<file path="src/rtl/core/i2cbs_pkg.sv">
// Shared types and codes for the I2C master bit sequencer.
// Used by the step unit, the sequencer control and the top level.
package i2cbs_pkg;

  typedef enum logic [2:0] {
    ACT_START = 3'd0,
    ACT_STOP  = 3'd1,
    ACT_WRITE = 3'd2,
    ACT_READ  = 3'd3,
    ACT_SACK  = 3'd4,
    ACT_RACK  = 3'd5
  } action_t;

  typedef enum logic {
    ST_IDLE = 1'b0,
    ST_RUN  = 1'b1
  } state_t;

  localparam int unsigned PHASE_W = 2;
  localparam int unsigned BIT_W   = 4;
  localparam logic [BIT_W-1:0] LAST_DATA_BIT = BIT_W'(7);
  localparam logic [BIT_W-1:0] ACK_BIT_SLOT  = BIT_W'(8);

  // Position of the sequencer inside the current command.
  typedef struct packed {
    logic [PHASE_W-1:0] phase;
    logic [BIT_W-1:0]   bit_idx;
  } seq_pos_t;

  // One line change as worked out by the step unit.
  typedef struct packed {
    logic     scl;
    logic     sda;
    logic     last;
    logic     shift_tx;
    logic     sample_rx;
    seq_pos_t next_pos;
  } step_t;

endpackage

</file>
<file path="src/rtl/core/i2cbs_step.sv">
// Step unit: computes the next line change from the command and position.
// Depends on i2cbs_pkg.
module i2cbs_step
  import i2cbs_pkg::*;
(
  input  action_t  action,
  input  seq_pos_t pos,
  input  logic     clock_line,
  input  logic     data_line,
  input  logic     shift_msb,
  input  logic     ack_bit,
  output step_t    step
);

  always_comb begin
    step.scl                = clock_line;
    step.sda                = data_line;
    step.last               = 1'b0;
    step.shift_tx           = 1'b0;
    step.sample_rx          = 1'b0;
    step.next_pos.phase     = pos.phase + PHASE_W'(1);
    step.next_pos.bit_idx   = pos.bit_idx;
    case (action)
      ACT_START: begin
        case (pos.phase)
          2'd0:    step.sda = 1'b1;
          2'd1:    step.scl = 1'b1;
          2'd2:    step.sda = 1'b0;
          default: begin
            step.scl  = 1'b0;
            step.last = 1'b1;
          end
        endcase
      end
      ACT_STOP: begin
        case (pos.phase)
          2'd0:    step.sda = 1'b0;
          2'd1:    step.scl = 1'b1;
          default: begin
            step.sda  = 1'b1;
            step.last = 1'b1;
          end
        endcase
      end
      ACT_WRITE: begin
        case (pos.phase)
          2'd0:    step.sda = shift_msb;
          2'd1:    step.scl = 1'b1;
          default: begin
            // After the last data bit the acknowledge clock pulse runs without a data phase.
            step.scl              = 1'b0;
            step.last             = (pos.bit_idx == ACK_BIT_SLOT);
            step.shift_tx         = (pos.bit_idx != ACK_BIT_SLOT);
            step.next_pos.bit_idx = pos.bit_idx + BIT_W'(1);
            step.next_pos.phase   = (pos.bit_idx == LAST_DATA_BIT) ? PHASE_W'(1)
                                                                  : PHASE_W'(0);
          end
        endcase
      end
      ACT_READ: begin
        case (pos.phase)
          2'd0:    step.sda = 1'b1;
          2'd1: begin
            step.scl       = 1'b1;
            step.sample_rx = 1'b1;
          end
          default: begin
            step.scl              = 1'b0;
            step.last             = (pos.bit_idx == LAST_DATA_BIT);
            step.next_pos.bit_idx = pos.bit_idx + BIT_W'(1);
            step.next_pos.phase   = PHASE_W'(1);
          end
        endcase
      end
      ACT_SACK, ACT_RACK: begin
        case (pos.phase)
          2'd0:    step.sda = (action == ACT_SACK) ? ack_bit : 1'b1;
          2'd1:    step.scl = 1'b1;
          default: begin
            step.scl  = 1'b0;
            step.last = 1'b1;
          end
        endcase
      end
      default: step.last = 1'b1;
    endcase
  end

endmodule

</file>
<file path="src/rtl/core/i2cbs_ctrl.sv">
// Sequencer control: idle/run state machine and position counters.
// Depends on i2cbs_pkg.
module i2cbs_ctrl
  import i2cbs_pkg::*;
(
  input  logic     clk,
  input  logic     rst,
  input  logic     start,
  input  logic     out_free,
  input  step_t    step,
  output logic     ready,
  output logic     advance,
  output seq_pos_t pos
);

  state_t state, state_next;

  always_comb begin
    state_next = state;
    case (state)
      ST_IDLE: if (start) begin
        state_next = ST_RUN;
      end
      ST_RUN: if (out_free && step.last) begin
        state_next = ST_IDLE;
      end
      default: state_next = ST_IDLE;
    endcase
  end

  always_comb begin
    ready   = 1'b0;
    advance = 1'b0;
    case (state)
      ST_IDLE: ready   = 1'b1;
      ST_RUN:  advance = out_free;
      default: ready   = 1'b0;
    endcase
  end

  always_ff @(posedge clk) begin
    if (rst) begin
      state <= ST_IDLE;
      pos   <= '0;
    end else begin
      state <= state_next;
      if (start) begin
        pos <= '0;
      end else if (advance) begin
        pos <= step.next_pos;
      end
    end
  end

endmodule

</file>
<file path="src/rtl/core/i2c_master_bit_sequencer_unit.sv">
// Top level of the I2C master bit sequencer: command capture, shared shift
// register, bus line state and the result output register.
// Depends on i2cbs_pkg, i2cbs_step and i2cbs_ctrl.
//
// Usage: a command beat on the s_axis channel (action in tuser) starts a run
// of line changes, each delivered as one beat on m_axis carrying the SCL and
// SDA levels after that change; tlast marks the final change of the run.
// Start gives 4 beats, stop 3, send and receive ack 3, read 17, write 26.
// The first result is loaded into the output register once the control has
// entered its run state, and further results follow one per cycle while
// m_axis_tready is high. s_axis_tready is low from acceptance until the last
// result has been loaded into the output register. Action codes 6 and 7 are
// taken and give no results. When the receiver stalls, the output register
// holds its beat and the sequence pauses with it.
// Reset returns both bus lines to the released (high) level, empties the
// output register and makes the block ready for a command.
module i2c_master_bit_sequencer_unit
  import i2cbs_pkg::*;
(
  input  logic        clk,
  input  logic        rst,
  input  logic        s_axis_tvalid,
  output logic        s_axis_tready,
  // tdata: byte_out[7:0], ack_to_send[8], bus_byte[16:9], bus_ack[17], zero pad
  input  logic [23:0] s_axis_tdata,
  // tuser: action[2:0]
  input  logic [2:0]  s_axis_tuser,
  output logic        m_axis_tvalid,
  input  logic        m_axis_tready,
  // tdata: scl_level[0], sda_level[1], read_value[9:2], ack_seen[10], zero pad
  output logic [15:0] m_axis_tdata,
  output logic        m_axis_tlast
);

  action_t  in_action;
  logic     accept;
  logic     start;
  logic     out_free;
  logic     ready;
  logic     advance;
  seq_pos_t pos;
  step_t    step;

  action_t     cur_action;
  logic [7:0]  shreg;
  logic [7:0]  rx;
  logic        ack_bit;
  logic        bus_ack;
  logic        clock_line;
  logic        data_line;
  logic [7:0]  read_value;
  logic        ack_seen;

  assign in_action     = action_t'(s_axis_tuser);
  assign s_axis_tready = ready;
  assign accept        = s_axis_tvalid && s_axis_tready;
  assign start         = accept && (s_axis_tuser <= ACT_RACK);
  assign out_free      = !m_axis_tvalid || m_axis_tready;

  i2cbs_ctrl u_ctrl (
    .clk      (clk),
    .rst      (rst),
    .start    (start),
    .out_free (out_free),
    .step     (step),
    .ready    (ready),
    .advance  (advance),
    .pos      (pos)
  );

  i2cbs_step u_step (
    .action     (cur_action),
    .pos        (pos),
    .clock_line (clock_line),
    .data_line  (data_line),
    .shift_msb  (shreg[7]),
    .ack_bit    (ack_bit),
    .step       (step)
  );

  // The shift register holds the byte to send on a write and the slave's
  // levels on a read; the receive register picks up its top bit at each
  // read sample point.
  always_ff @(posedge clk) begin
    if (accept) begin
      cur_action <= in_action;
      shreg      <= (in_action == ACT_READ) ? s_axis_tdata[16:9] : s_axis_tdata[7:0];
      ack_bit    <= s_axis_tdata[8];
      bus_ack    <= s_axis_tdata[17];
      rx         <= '0;
    end else if (advance) begin
      if (step.shift_tx || step.sample_rx) begin
        shreg <= {shreg[6:0], 1'b0};
      end
      if (step.sample_rx) begin
        rx <= {rx[6:0], shreg[7]};
      end
    end
  end

  always_comb begin
    read_value = '0;
    ack_seen   = 1'b0;
    if (step.last && (cur_action == ACT_READ)) begin
      read_value = rx;
    end
    if (step.last && (cur_action == ACT_RACK)) begin
      ack_seen = bus_ack;
    end
  end

  always_ff @(posedge clk) begin
    if (rst) begin
      clock_line    <= 1'b1;
      data_line     <= 1'b1;
      m_axis_tvalid <= 1'b0;
    end else begin
      if (advance) begin
        clock_line    <= step.scl;
        data_line     <= step.sda;
        m_axis_tvalid <= 1'b1;
      end else if (m_axis_tready) begin
        m_axis_tvalid <= 1'b0;
      end
    end
  end

  always_ff @(posedge clk) begin
    if (advance) begin
      m_axis_tdata <= {5'b0, ack_seen, read_value, step.sda, step.scl};
      m_axis_tlast <= step.last;
    end
  end

`ifndef ASSERT_OFF
  // A pending result always shows the levels the bus lines now hold.
  a_lines_match : assert property (@(posedge clk) disable iff (rst)
    m_axis_tvalid |-> (m_axis_tdata[0] == clock_line) && (m_axis_tdata[1] == data_line))
    else $error("output beat does not match bus line state");

  // Received data and ack only appear on the final beat of a run.
  a_data_on_last : assert property (@(posedge clk) disable iff (rst)
    (m_axis_tvalid && !m_axis_tlast) |-> (m_axis_tdata[10:2] == '0))
    else $error("read data or ack seen on a beat that is not the last");

  // A start condition leaves both lines driven low.
  a_start_ends_low : assert property (@(posedge clk) disable iff (rst)
    (advance && step.last && (cur_action == ACT_START))
      |-> (!step.scl && !step.sda))
    else $error("start run did not end with both lines low");

  // A new command is only taken once the previous run has finished.
  a_no_overlap : assert property (@(posedge clk) disable iff (rst)
    advance |-> !s_axis_tready)
    else $error("command port ready while a run is in progress");
`endif

endmodule

</file>
<file path="config.mk">
export PLATFORM = sky130hd
export DESIGN_NAME = i2c_master_bit_sequencer_unit
export DESIGN_NICKNAME = d
export VERILOG_FILES = /design/src/rtl/core/i2cbs_pkg.sv /design/src/rtl/core/i2cbs_step.sv /design/src/rtl/core/i2cbs_ctrl.sv /design/src/rtl/core/i2c_master_bit_sequencer_unit.sv
export SDC_FILE = /design/constraint.sdc
export NUM_CORES = 1
export LEC_CHECK = 0
export BUFFER_PORTS_ARGS = -buffer_cell sky130_fd_sc_hd__clkbuf_2
export CORE_MARGIN = 3
export CORE_UTILIZATION = 45
export DETAILED_ROUTE_END_ITERATION = 6
export GPL_TIMING_DRIVEN = 0
export PLACE_DENSITY = 0.74
export SLEW_MARGIN = 0
export SYNTH_ARGS = -nofsm -noshare
export SYNTH_HDL_FRONTEND = slang
export SYNTH_SLANG_ARGS = --single-unit
</file>
<file path="constraint.sdc">
create_clock -name clk -period 5.75 [get_ports clk]
set_input_delay 0.8625 -clock clk [delete_from_list [all_inputs] [get_ports clk]]
set_output_delay 0.8625 -clock clk [all_outputs]
set_load 0.005 [all_outputs]
</file>
==> flow_summary.yaml <==
status:
  status: "finished clean"
sta:
  slew_violations: 0
  post-route-period-util_pct: 49.4
  clock.fmax_mhz: 352
  max_slew_margin_pct: 18.6
  tns_ns: 0
  clock-skew-final_ns: 0.00926
  fin_crit_ns: 2.84
  rsz0062_at_grt: "false"
  finalSetupViolCount: 0
  tightestPinTransition_ns: 1.21
  hold_viol_final: 0
  layout_setup_ws_ns: 2.91
worst_setup_path:
  cp_cell_sequence: "inv_1 > ha_1 > or2_2 > nor3_1 > nor2_1 > o31ai_1"
  cp.required_ns: 5.66
  max_stage_delay_ns: 0.96
  critPathCaptureType: "flop"
  critical_path.n_buffers_inverters: 1
  timing.critical_path.arrival_ns: 2.75
  crit_type: "flop to flop"
  cp_top_family: "compound AO/OA/AOI/OAI gates"
  crit_fanout: 8
  start_kind: "flop"
  slowest_stage: "o31ai_1"
floorplan:
  ios: 50
  row_count: 24
  design.die.area_um2: 5740
  dieHeight_um: 75.7
  die-width_um: 75.7
  start_util_pct: 48.3
  core_area_um2: 4530
layout:
  fin_nets: 296
  utilization_pct: 57.2
  drive_above_1_share_pct: 24.3
  final.fill_count: 406
  mostFrequentLayoutCell: "clkbuf_2"
  final_cell_mix: "clkbuf_2, edfxtp_1, nor2_1"
  area_delta_synth_final_pct: 18.5
  stdcell_area_um2: 2590
  diodes: 0
global_route:
  grt_pass1_wl_mm: 6.59
  antenna_found_initial: 0
  grt.total_usage_pct: 15.2
  gr-total-overflow: 0
  grt_max_degree: 17
  grt_pass1_vias: 1448
power_and_ir_drop:
  power_uw: 694
  p_leak_uw: 0.00114
  peakVddDrop_uv: 157
  power_density_nw_per_um2: 268
yosys:
  syn-mean-instance-area_um2: 10.5
  synth_seq_cells: 43
  synth_edf_count: 25
  synth-async-reset-ratio_pct: 0
  synth_top_flop_cell: "edfxtp_1"
  syn_area_um2: 2190
  syn_inst: 209
  synth_cell_types: 47
  yosys_warnings: 0
  synth_seq_area_share_pct: 50.8
route:
  drt-initial-drc-count: 79
  firstDrtPassIters: 4
  route.detailed.drc: 0
  wl_per_cell_um: 12.8
  wl_mm: 4.14
  ant_nets: 0
  vias: 1613
  viasPerCell: 4.98
placement:
  post-place-ws_ns: 2.90
  port_buffers: 38
  place_congestion: 0.928
  dp_hpwl_mm: 3.05
  place_area_um2: 2470
clock_network:
  clock_sinks: 43
  clk_pin_slew_worst_paths_ns: 0.08
  cts_buffer_depth: 2
  cts_tree: "yes"
  postCtsSetupBuffers: 0
  clk_latency_ns: 0.29
  cts_inserted_buffers: 5
  cts_resized: 0
  clock_tree.root_cell: "clkbuf_8"
  htreeDepth: 2
  postCtsHoldBufs: 0
min_path:
  min_path_type: "flop to flop"
run:
  cap_violations: 0
cells in the mapped netlist, types with 3 or more instances:
library cell  instances  share of area [%]
edfxtp_1             25                 34
nor2_1               22                3.8
dfxtp_1              18                 16
nand2_1              17                2.9
mux2i_1              16                7.3
o21ai_0              12                2.7
a21oi_1              10                2.3
and2_1               10                2.9
inv_1                 9                1.5
ha_1                  7                4.0
buf_4                 6                2.1
buf_2                 4               0.91
nand2b_1              4                1.1
nor3_1                4               0.91
or4_1                 3                1.0
worst reg2reg max path, stage by stage (launching register included):
cell and delay [ns]:
dfxtp_1 0.47, inv_1 0.16, ha_1 0.32, or2_2 0.36, nor3_1 0.14, nor2_1 0.06
o31ai_1 0.96
registers in the layout, indices dropped and copies added, names as in the netlist, 3 cells and up:
| name | flops |
|---|---|
| u_ctrl.pos | 6 |
| rx | 8 |
| shreg | 8 |
| cur_action | 3 |
| m_axis_tdata | 11 |
path summary, 6_finish.rpt:
kind,start,end,slack [ns],cells after the start
worst min register to register,rx[7],rx[7],0.49,2
worst max register to register,u_ctrl.pos[4],shreg[6],2.91,6
worst max-delay path,u_ctrl.pos[4],shreg[6],2.91,6
worst min-delay path,rx[7],rx[7],0.49,2
metal layers:
metal / up-vias / wire, um / part of all wire (%) / GRT usage, %
li1: 832 / - / - / -
met1: 725 / 2030 / 49 / 21.4
met2: 47 / 1830 / 44 / 22.7
met3: 9 / 206 / 5.0 / 3.56
met4: 0 / 77 / 1.9 / 5.83
met5: - / 0 / 0 / 0
power by group:
group | internal, uW | switching (uW) | leakage [uW] | total (uW)
clock network | 141 | 101 | 0.0000612 | 242
registers | 348 | 9.80 | 0.000377 | 358
logic | 38.5 | 55.0 | 0.000698 | 93.5
total | 527 | 166 | 0.00114 | 694
logic make-up after synthesis:
| logic type | Yosys count | synth area share (%) |
|---|---|---|
| and+or+nand+nor | 82 | 21.6 |
| DFF | 43 | 50.8 |
| AOI/OAI and AO/OA | 38 | 11.1 |
| buffers and inverters | 22 | 5.03 |
| muxes | 16 | 7.32 |
| adders and majority gates | 7 | 4.00 |
| other | 1 | 0.171 |
layout make-up:
type / count / area, um^2 / area share [%]
Sequential cell: 43 / 1110 / 42.9
Multi-Input combinational cell: 148 / 982 / 37.9
Timing Repair Buffer: 38 / 190 / 7.34
Clock buffer: 6 / 82.6 / 3.19
Tap cell: 65 / 81.3 / 3.14
Buffer: 12 / 72.6 / 2.80
Inverter: 10 / 37.5 / 1.45
Clock inverter: 2 / 35.0 / 1.35
stage by stage:
stage | hold slack, ns | instances
after floorplan | 0.456 | 213
after global placement | 0.475 | 316
after detailed placement | 0.478 | 316
after CTS | 0.498 | 324
after global routing | 0.528 | 324
final | 0.489 | 324
Note: power is estimated with default switching activity, not from simulation.
